## src/sv/lst_pkg.sv

```systemverilog
// Package for the LRU slot table: sizes, operation codes and the structs
// passed between the controller and the chain of slot cells.
// No dependencies.
package lst_pkg;

    localparam int SLOTS     = 16;
    localparam int KEY_BITS  = 32;
    localparam int SLOT_BITS = $clog2(SLOTS);
    localparam int CNT_BITS  = $clog2(SLOTS + 1);
    localparam int SLOT_W    = 4;
    localparam int STAMP_W   = 31;
    localparam int OP_W      = 3;

    localparam logic [OP_W-1:0] OP_LOOKUP = 3'd0;
    localparam logic [OP_W-1:0] OP_ADD    = 3'd1;
    localparam logic [OP_W-1:0] OP_TOUCH  = 3'd2;
    localparam logic [OP_W-1:0] OP_DELETE = 3'd3;
    localparam logic [OP_W-1:0] OP_FLUSH  = 3'd4;

    typedef struct packed {
        logic                 active;
        logic [KEY_BITS-1:0]  key;
        logic [SLOT_W-1:0]    tgt;
        logic                 found;
        logic [SLOT_BITS-1:0] found_idx;
        logic                 free_found;
        logic [SLOT_BITS-1:0] free_idx;
        logic                 old_found;
        logic [SLOT_BITS-1:0] old_idx;
        logic [STAMP_W-1:0]   old_stamp;
        logic [KEY_BITS-1:0]  old_key;
        logic                 tgt_valid;
        logic [KEY_BITS-1:0]  tgt_key;
        logic [CNT_BITS-1:0]  vcount;
    } probe_t;

    typedef struct packed {
        logic                 en;
        logic [SLOT_BITS-1:0] idx;
        logic                 valid_we;
        logic                 valid_val;
        logic                 key_we;
        logic                 stamp_we;
        logic [KEY_BITS-1:0]  key;
        logic [STAMP_W-1:0]   stamp;
    } wr_t;

endpackage

```

## src/sv/lru_slot_table_unit.sv

```systemverilog
// Top level of the LRU slot table: controller plus a chain of slot cells.
// Depends on lst_pkg, lst_cell and lst_ctrl.
//
// An item is taken when start is high and busy is low. Every item but flush
// sends one scan probe down the chain of sixteen slot cells, one cell per
// cycle, and its result strobe follows the launch, the sixteen cell stages and
// the decision. Flush sends one probe per evicted slot (a single probe if the
// table is empty), launching each only after the result of the one before
// is decided, and gives one result per probe.
// Results appear on the output ports for exactly one cycle with done high
// and cannot be held off; the receiver must take every result as it comes.
// A new item may be started in the cycle its last result is shown.
module lru_slot_table_unit
(
    input  logic                         clk,
    input  logic                         rst_n,
    input  logic                         start,
    output logic                         busy,
    input  logic [lst_pkg::OP_W-1:0]     operation,
    input  logic [lst_pkg::KEY_BITS-1:0] key,
    input  logic [lst_pkg::SLOT_W-1:0]   slot,
    input  logic [lst_pkg::STAMP_W-1:0]  stamp,
    output logic                         done,
    output logic [lst_pkg::SLOT_W-1:0]   slot_out,
    output logic                         status,
    output logic                         evicted,
    output logic [lst_pkg::KEY_BITS-1:0] evicted_key,
    output logic                         last
);

    lst_pkg::probe_t probe [lst_pkg::SLOTS+1];
    lst_pkg::wr_t    wr;

    lst_ctrl u_ctrl
    (
        .clk          (clk),
        .rst_n        (rst_n),
        .start        (start),
        .operation    (operation),
        .key          (key),
        .slot         (slot),
        .stamp        (stamp),
        .busy         (busy),
        .probe_launch (probe[0]),
        .probe_ret    (probe[lst_pkg::SLOTS]),
        .wr           (wr),
        .done         (done),
        .slot_out     (slot_out),
        .status       (status),
        .evicted      (evicted),
        .evicted_key  (evicted_key),
        .last         (last)
    );

    for (genvar g = 0; g < lst_pkg::SLOTS; g++)
    begin : g_cell
        lst_cell u_cell
        (
            .clk       (clk),
            .rst_n     (rst_n),
            .my_idx    (lst_pkg::SLOT_BITS'(g)),
            .probe_in  (probe[g]),
            .wr        (wr),
            .probe_out (probe[g+1])
        );
    end

    a_last_idle: assert property (@(posedge clk) disable iff (!rst_n)
        done && last |-> !busy)
        else $error("busy after final result of an item");

    a_start_busy: assert property (@(posedge clk) disable iff (!rst_n)
        start && !busy |=> busy)
        else $error("accepted item did not raise busy");

    a_evkey_zero: assert property (@(posedge clk) disable iff (!rst_n)
        done && !evicted |-> evicted_key == '0)
        else $error("evicted key set without eviction");

    a_more_evicts: assert property (@(posedge clk) disable iff (!rst_n)
        done && !last |-> evicted && busy)
        else $error("non-final result without eviction");

endmodule

```

## src/sv/lst_cell.sv

```systemverilog
// One slot of the table: valid mark, key and last-use stamp, plus one stage
// of the scan probe that walks the chain. Depends on lst_pkg.
module lst_cell
(
    input  logic                         clk,
    input  logic                         rst_n,
    input  logic [lst_pkg::SLOT_BITS-1:0] my_idx,
    input  lst_pkg::probe_t              probe_in,
    input  lst_pkg::wr_t                 wr,
    output lst_pkg::probe_t              probe_out
);

    logic                          valid_reg;
    logic [lst_pkg::KEY_BITS-1:0]  key_reg;
    logic [lst_pkg::STAMP_W-1:0]   stamp_reg;
    lst_pkg::probe_t               probe_reg;
    lst_pkg::probe_t               probe_next;
    logic                          hit;

    assign hit = wr.en && (wr.idx == my_idx);

    always_comb
    begin
        probe_next = probe_in;
        if (valid_reg)
        begin
            probe_next.vcount = probe_in.vcount + 1'b1;
            if (!probe_in.found && key_reg == probe_in.key)
            begin
                probe_next.found     = 1'b1;
                probe_next.found_idx = my_idx;
            end
            if (!probe_in.old_found || stamp_reg < probe_in.old_stamp)
            begin
                probe_next.old_found = 1'b1;
                probe_next.old_idx   = my_idx;
                probe_next.old_stamp = stamp_reg;
                probe_next.old_key   = key_reg;
            end
        end
        else if (!probe_in.free_found)
        begin
            probe_next.free_found = 1'b1;
            probe_next.free_idx   = my_idx;
        end
        if (lst_pkg::SLOT_W'(my_idx) == probe_in.tgt)
        begin
            probe_next.tgt_valid = valid_reg;
            probe_next.tgt_key   = key_reg;
        end
    end

    always_ff @(posedge clk or negedge rst_n)
    begin
        if (!rst_n)
        begin
            valid_reg <= 1'b0;
            stamp_reg <= '0;
            probe_reg <= '0;
        end
        else
        begin
            if (hit && wr.valid_we)
            begin
                valid_reg <= wr.valid_val;
            end
            if (hit && wr.stamp_we)
            begin
                stamp_reg <= wr.stamp;
            end
            probe_reg <= probe_next;
        end
    end

    always_ff @(posedge clk)
    begin
        if (hit && wr.key_we)
        begin
            key_reg <= wr.key;
        end
    end

    assign probe_out = probe_reg;

endmodule

```

## src/sv/lst_ctrl.sv

```systemverilog
// Sequencer of the LRU slot table: takes items, launches scan probes into the
// cell chain, decides each result and issues the slot write. Depends on lst_pkg.
module lst_ctrl
(
    input  logic                         clk,
    input  logic                         rst_n,
    input  logic                         start,
    input  logic [lst_pkg::OP_W-1:0]     operation,
    input  logic [lst_pkg::KEY_BITS-1:0] key,
    input  logic [lst_pkg::SLOT_W-1:0]   slot,
    input  logic [lst_pkg::STAMP_W-1:0]  stamp,
    output logic                         busy,
    output lst_pkg::probe_t              probe_launch,
    input  lst_pkg::probe_t              probe_ret,
    output lst_pkg::wr_t                 wr,
    output logic                         done,
    output logic [lst_pkg::SLOT_W-1:0]   slot_out,
    output logic                         status,
    output logic                         evicted,
    output logic [lst_pkg::KEY_BITS-1:0] evicted_key,
    output logic                         last
);

    localparam logic [1:0] S_IDLE   = 2'd0;
    localparam logic [1:0] S_LAUNCH = 2'd1;
    localparam logic [1:0] S_SCAN   = 2'd2;

    logic [1:0]                   state_reg, state_next;
    logic [lst_pkg::OP_W-1:0]     op_reg;
    logic [lst_pkg::KEY_BITS-1:0] key_reg;
    logic [lst_pkg::SLOT_W-1:0]   slot_reg;
    logic [lst_pkg::STAMP_W-1:0]  stamp_reg;

    logic                         done_reg, done_next;
    logic [lst_pkg::SLOT_W-1:0]   slot_out_reg, slot_out_next;
    logic                         status_reg, status_next;
    logic                         evicted_reg, evicted_next;
    logic [lst_pkg::KEY_BITS-1:0] evkey_reg, evkey_next;
    logic                         last_reg, last_next;
    logic                         decide;

    assign busy   = (state_reg != S_IDLE);
    assign decide = (state_reg == S_SCAN) && probe_ret.active;

    always_comb
    begin
        probe_launch        = '0;
        probe_launch.active = (state_reg == S_LAUNCH);
        probe_launch.key    = key_reg;
        probe_launch.tgt    = slot_reg;
    end

    always_comb
    begin
        state_next    = state_reg;
        wr            = '0;
        wr.key        = key_reg;
        wr.stamp      = stamp_reg;
        done_next     = 1'b0;
        slot_out_next = '0;
        status_next   = 1'b0;
        evicted_next  = 1'b0;
        evkey_next    = '0;
        last_next     = 1'b1;
        case (state_reg)
            S_IDLE:
            begin
                if (start)
                begin
                    state_next = S_LAUNCH;
                end
            end
            S_LAUNCH:
            begin
                state_next = S_SCAN;
            end
            S_SCAN:
            begin
                if (decide)
                begin
                    done_next  = 1'b1;
                    state_next = S_IDLE;
                    case (op_reg)
                        lst_pkg::OP_LOOKUP:
                        begin
                            if (probe_ret.found)
                            begin
                                slot_out_next = lst_pkg::SLOT_W'(probe_ret.found_idx);
                            end
                            else
                            begin
                                status_next = 1'b1;
                            end
                        end
                        lst_pkg::OP_ADD:
                        begin
                            if (probe_ret.found)
                            begin
                                slot_out_next = lst_pkg::SLOT_W'(probe_ret.found_idx);
                            end
                            else if (probe_ret.free_found)
                            begin
                                slot_out_next = lst_pkg::SLOT_W'(probe_ret.free_idx);
                                wr.en         = 1'b1;
                                wr.idx        = probe_ret.free_idx;
                                wr.valid_we   = 1'b1;
                                wr.valid_val  = 1'b1;
                                wr.key_we     = 1'b1;
                            end
                            else
                            begin
                                slot_out_next = lst_pkg::SLOT_W'(probe_ret.old_idx);
                                evicted_next  = 1'b1;
                                evkey_next    = probe_ret.old_key;
                                wr.en         = 1'b1;
                                wr.idx        = probe_ret.old_idx;
                                wr.key_we     = 1'b1;
                            end
                        end
                        lst_pkg::OP_TOUCH:
                        begin
                            slot_out_next = slot_reg;
                            if (probe_ret.tgt_valid)
                            begin
                                wr.en       = 1'b1;
                                wr.idx      = lst_pkg::SLOT_BITS'(slot_reg);
                                wr.stamp_we = 1'b1;
                            end
                            else
                            begin
                                status_next = 1'b1;
                            end
                        end
                        lst_pkg::OP_DELETE:
                        begin
                            slot_out_next = slot_reg;
                            if (probe_ret.tgt_valid)
                            begin
                                evicted_next = 1'b1;
                                evkey_next   = probe_ret.tgt_key;
                                wr.en        = 1'b1;
                                wr.idx       = lst_pkg::SLOT_BITS'(slot_reg);
                                wr.valid_we  = 1'b1;
                            end
                            else
                            begin
                                status_next = 1'b1;
                            end
                        end
                        lst_pkg::OP_FLUSH:
                        begin
                            if (probe_ret.old_found)
                            begin
                                slot_out_next = lst_pkg::SLOT_W'(probe_ret.old_idx);
                                evicted_next  = 1'b1;
                                evkey_next    = probe_ret.old_key;
                                wr.en         = 1'b1;
                                wr.idx        = probe_ret.old_idx;
                                wr.valid_we   = 1'b1;
                                if (probe_ret.vcount != lst_pkg::CNT_BITS'(1))
                                begin
                                    last_next  = 1'b0;
                                    state_next = S_LAUNCH;
                                end
                            end
                        end
                        default:
                        begin
                            status_next = 1'b1;
                        end
                    endcase
                end
            end
            default:
            begin
                state_next = S_IDLE;
            end
        endcase
    end

    always_ff @(posedge clk or negedge rst_n)
    begin
        if (!rst_n)
        begin
            state_reg <= S_IDLE;
            done_reg  <= 1'b0;
        end
        else
        begin
            state_reg <= state_next;
            done_reg  <= done_next;
        end
    end

    always_ff @(posedge clk)
    begin
        if (state_reg == S_IDLE && start)
        begin
            op_reg    <= operation;
            key_reg   <= key;
            slot_reg  <= slot;
            stamp_reg <= stamp;
        end
        slot_out_reg <= slot_out_next;
        status_reg   <= status_next;
        evicted_reg  <= evicted_next;
        evkey_reg    <= evkey_next;
        last_reg     <= last_next;
    end

    assign done        = done_reg;
    assign slot_out    = slot_out_reg;
    assign status      = status_reg;
    assign evicted     = evicted_reg;
    assign evicted_key = evkey_reg;
    assign last        = last_reg;

endmodule
```

## config.mk

```make
export PLATFORM = sky130hd
export DESIGN_NAME = lru_slot_table_unit
export DESIGN_NICKNAME = d
export VERILOG_FILES = /design/src/sv/lst_pkg.sv /design/src/sv/lru_slot_table_unit.sv /design/src/sv/lst_cell.sv /design/src/sv/lst_ctrl.sv
export SDC_FILE = /design/constraint.sdc
export NUM_CORES = 2
export LEC_CHECK = 0
export ABC_AREA = 1
export BUFFER_PORTS_ARGS = -buffer_cell sky130_fd_sc_hd__buf_2
export CAP_MARGIN = 10
export CELL_PAD_IN_SITES_DETAIL_PLACEMENT = 1
export CELL_PAD_IN_SITES_GLOBAL_PLACEMENT = 1
export CORE_UTILIZATION = 54
export CTS_BUF_LIST = sky130_fd_sc_hd__clkbuf_16
export CTS_CLUSTER_DIAMETER = 50
export CTS_CLUSTER_SIZE = 28
export DETAILED_ROUTE_END_ITERATION = 6
export GPL_ROUTABILITY_DRIVEN = 0
export PLACE_DENSITY_LB_ADDON = 0.1
export SLEW_MARGIN = 0
export SYNTH_ARGS = -nofsm -noshare
export SYNTH_HDL_FRONTEND = slang
export SYNTH_SLANG_ARGS = --single-unit
```

## constraint.sdc

```tcl
create_clock -name clk -period 13 [get_ports clk]
set_input_delay 1.95 -clock clk [delete_from_list [all_inputs] [get_ports clk]]
set_output_delay 1.95 -clock clk [all_outputs]
set_load 0.01 [all_outputs]
```

==> reports/results.txt <==
status: finished clean
reg2reg start: u_ctrl.op_reg[0]
CP Capture Type: async pin
crit path DAT: 5.09 ns
Synth Register Bits: 3,461
die height: 511 um
Core ar.: 0.257 sq mm
Final Cell Area: 0.155 sq mm
Seq/Total Area, Yosys: 63.9%
Post-synth EDFFs: 582
Initial Util: 54.4%
root buf cell: clkbuf_16
Netlist Area Pre-Place: 0.140 sq mm
drt first pass iters: 6
Fmax: 241 MHz
Hold Path Origin: g_cell[0].u_cell.probe_out[152]
global-route wire length before repair: 619,000 um
clk slew on worst S/H paths: 0.06 ns
Iteration-0 DRC Markers: 6,895
Worst-Margin Slew: 1.19 ns
clock skew: 0.0687 ns
clock latency on the worst-skew pair: 0.95 ns
max FFs per register: 2,325
maximum vdd ir drop: 0.121 mV
Worst Path Required: 13.93 ns
die area: 0.261 sq mm
vias in the first global route: 105,000
final-report hold violation count: 0
area of placed instances: 0.144 sq mm
leakage power: 77.8 nW
Tmin final: 4.16 ns
# Post-CTS Setup Buffers: 0
Final ANT Viol Nets: 0
filler cell count in the final layout: 27,400
share of cells above drive strength 1: 9.46%
largest net degree at the start of global routing: 185
gr usage total: 30.5%
# resized after CTS: 0
CP top delay family: buffers and inverters
r2r worst-path depth: 9
reg2reg end: g_cell[0].u_cell.stamp_reg[18]
Post-Route WL: 396,000 um
Max Cap Viol: 0
Top FF cell, synth: dfrtp_1
critical path launch point type: primary input
Setup Crit Path Kind: in2async
Final Util: 60.4%
Mean Syn Cell Area: 10.2 sq um
# IOs: 114
WP buf/inv: 4
initial antenna violation count: 17
Layout area overhead: 11.1%
crit-path cells: buf_12 > buf_12 > buf_4 > buf_4
Clock Path Buffers: 4
CP startpoint: rst_n
crit share post-route: 32.0%
final cell count without fillers: 17,400
pwr dens: 159 mW/mm^2
Cell Rows: 186
Critical Path End: g_cell[0].u_cell.probe_out[0]
Synth Net Count: 14,300
max_slew headroom: 20.4%
CP max stage cell: buf_4
vias per cell: 5.52
# hold bufs at CTS: 0
TritonCTS clock tree: yes
CTS buffer count: 332
total congestion overflow: 0
final slew viol count: 0
CP max FO: 184
Clock Sinks: 3,461
port bufs: 113
Finish-stage setup viols: 0
Die Span X: 511 um
Ys Warns: 0
Mapped Cells: 13,700
dpl hpwl: 278,000 um
worst stage delay on the critical path: 0.88 ns
RSZ-0062 raised after global routing: no
reg-to-reg slack, setup: 8.94 ns
Post-synth ARST share: 82.1%
final setup TNS: 0 ns
vias: 96,300
Hold Path Class: reg2reg
synth unique cells: 53
Final Net Count: 14,300
H-tree depth: 5
Cells after DPL: 16,800
DR WL/cell: 22.7 um
Critical Path Stages: 4
DRC: 0
[cells in the final DEF, fill, tap and decap left out, drive strengths merged, types with 131 or more instances in the layout]
cell type / instances
or2: 131
ha: 466
xnor2: 172
nand4: 141
clkbuf: 335
mux2: 212
dfrtp: 2840
buf: 267
a21oi: 212
nand2: 4197
nand3: 1152
edfxtp: 582
o21ai: 693
nor2: 565
inv: 1523
[worst reg2reg max path, cell delays in order, from the launching register on]
cell and delay (ns):
edfxtp_1 0.38, buf_4 0.27, nor2_1 0.16, nand2_1 0.12, nor2_4 0.14, buf_4 0.54, buf_4 0.86, nand2_1 1.06
nand2_1 0.30, nand2_1 0.09
[cells by family after synthesis]
logic type      count (synthesis)  share of synthesized area (%)
flops                        3461                           63.9
buf+inv                      1940                           5.47
mux                           212                           1.71
xor+xnor                      290                           1.82
simple gates                 6324                           19.0
fa+ha+maj                     466                           4.17
compound gates               1026                           3.90
[area by class of cell]
cell class	count	area (sq um)	share of cell area (%)
inverters	1381	5190	3.35
flip-flops and latches	3461	89300	57.6
clock buffers	335	8380	5.40
repair buffers	267	1870	1.21
multi-input cells	8318	43000	27.7
well taps	3384	4230	2.73
clock inverters	287	3190	2.05
diodes	2	5.00	0.00323
[cell usage after synthesis, types with 9 or more instances]
| cell | number | area share [%] |
|---|---|---|
| nand2_1 | 4178 | 11 |
| dfrtp_1 | 2840 | 51 |
| inv_1 | 1371 | 3.7 |
| nand3_1 | 1135 | 4.1 |
| edfxtp_1 | 582 | 13 |
| nor2_1 | 550 | 1.5 |
| ha_1 | 466 | 4.2 |
| o21ai_1 | 369 | 1.3 |
| o21ai_0 | 319 | 1.1 |
| clkbuf_1 | 317 | 0.85 |
| a21oi_1 | 212 | 0.76 |
| mux2_2 | 212 | 1.7 |
| xnor2_1 | 172 | 1.1 |
| buf_2 | 142 | 0.51 |
| nand4_1 | 141 | 0.63 |
| or2_2 | 131 | 0.59 |
| xor2_1 | 118 | 0.74 |
| nor3_1 | 93 | 0.33 |
| buf_1 | 73 | 0.20 |
| dfxtp_1 | 39 | 0.56 |
| a21boi_0 | 28 | 0.15 |
| o21bai_1 | 23 | 0.12 |
| a21o_1 | 21 | 0.11 |
| o22ai_1 | 20 | 0.090 |
| buf_6 | 18 | 0.15 |
| nor4_1 | 13 | 0.058 |
| nand2_4 | 12 | 0.097 |
| nor3b_1 | 12 | 0.064 |
| nand3_4 | 10 | 0.13 |
| o21a_1 | 10 | 0.054 |
| buf_4 | 9 | 0.048 |
[power by group]
part | total (mW) | internal, mW | switching, mW
registers | 12.6 | 12.0 | 0.627
clock network | 10.1 | 5.36 | 4.78
logic | 1.88 | 0.546 | 1.33
[per-layer routing]
layer,GRT usage [%],wire length (um),up-vias
li1,-,-,43800
met1,43.5,179000,49400
met2,48.9,185000,2311
met5,0,10,-
met4,9.94,13200,2
met3,3.86,18800,665
[worst min path at each step]
stage,endpoint,slack (ns),cells past startpoint
detailed placement,g_cell[11].u_cell.probe_out[152],0.34,0
global placement,g_cell[7].u_cell.probe_out[152],0.34,0
floorplan,g_cell[10].u_cell.probe_out[152],0.33,0
CTS,g_cell[1].u_cell.probe_out[152],0.35,0
finish,g_cell[1].u_cell.probe_out[152],0.35,0
global route,g_cell[1].u_cell.probe_out[152],0.36,0
[stage by stage]
step	hold WS [ns]	power, mW	setup slack [ns]
3_5_place_dp	0.337	14.6	7.82
2_1_floorplan	0.331	13.4	7.58
5_1_grt	0.360	25.4	8.35
6_report	0.351	24.6	8.84
4_1_cts	0.354	24.8	8.77
3_3_place_gp	0.344	14.5	7.89
No activity file was read; power rests on OpenSTA's default activity.
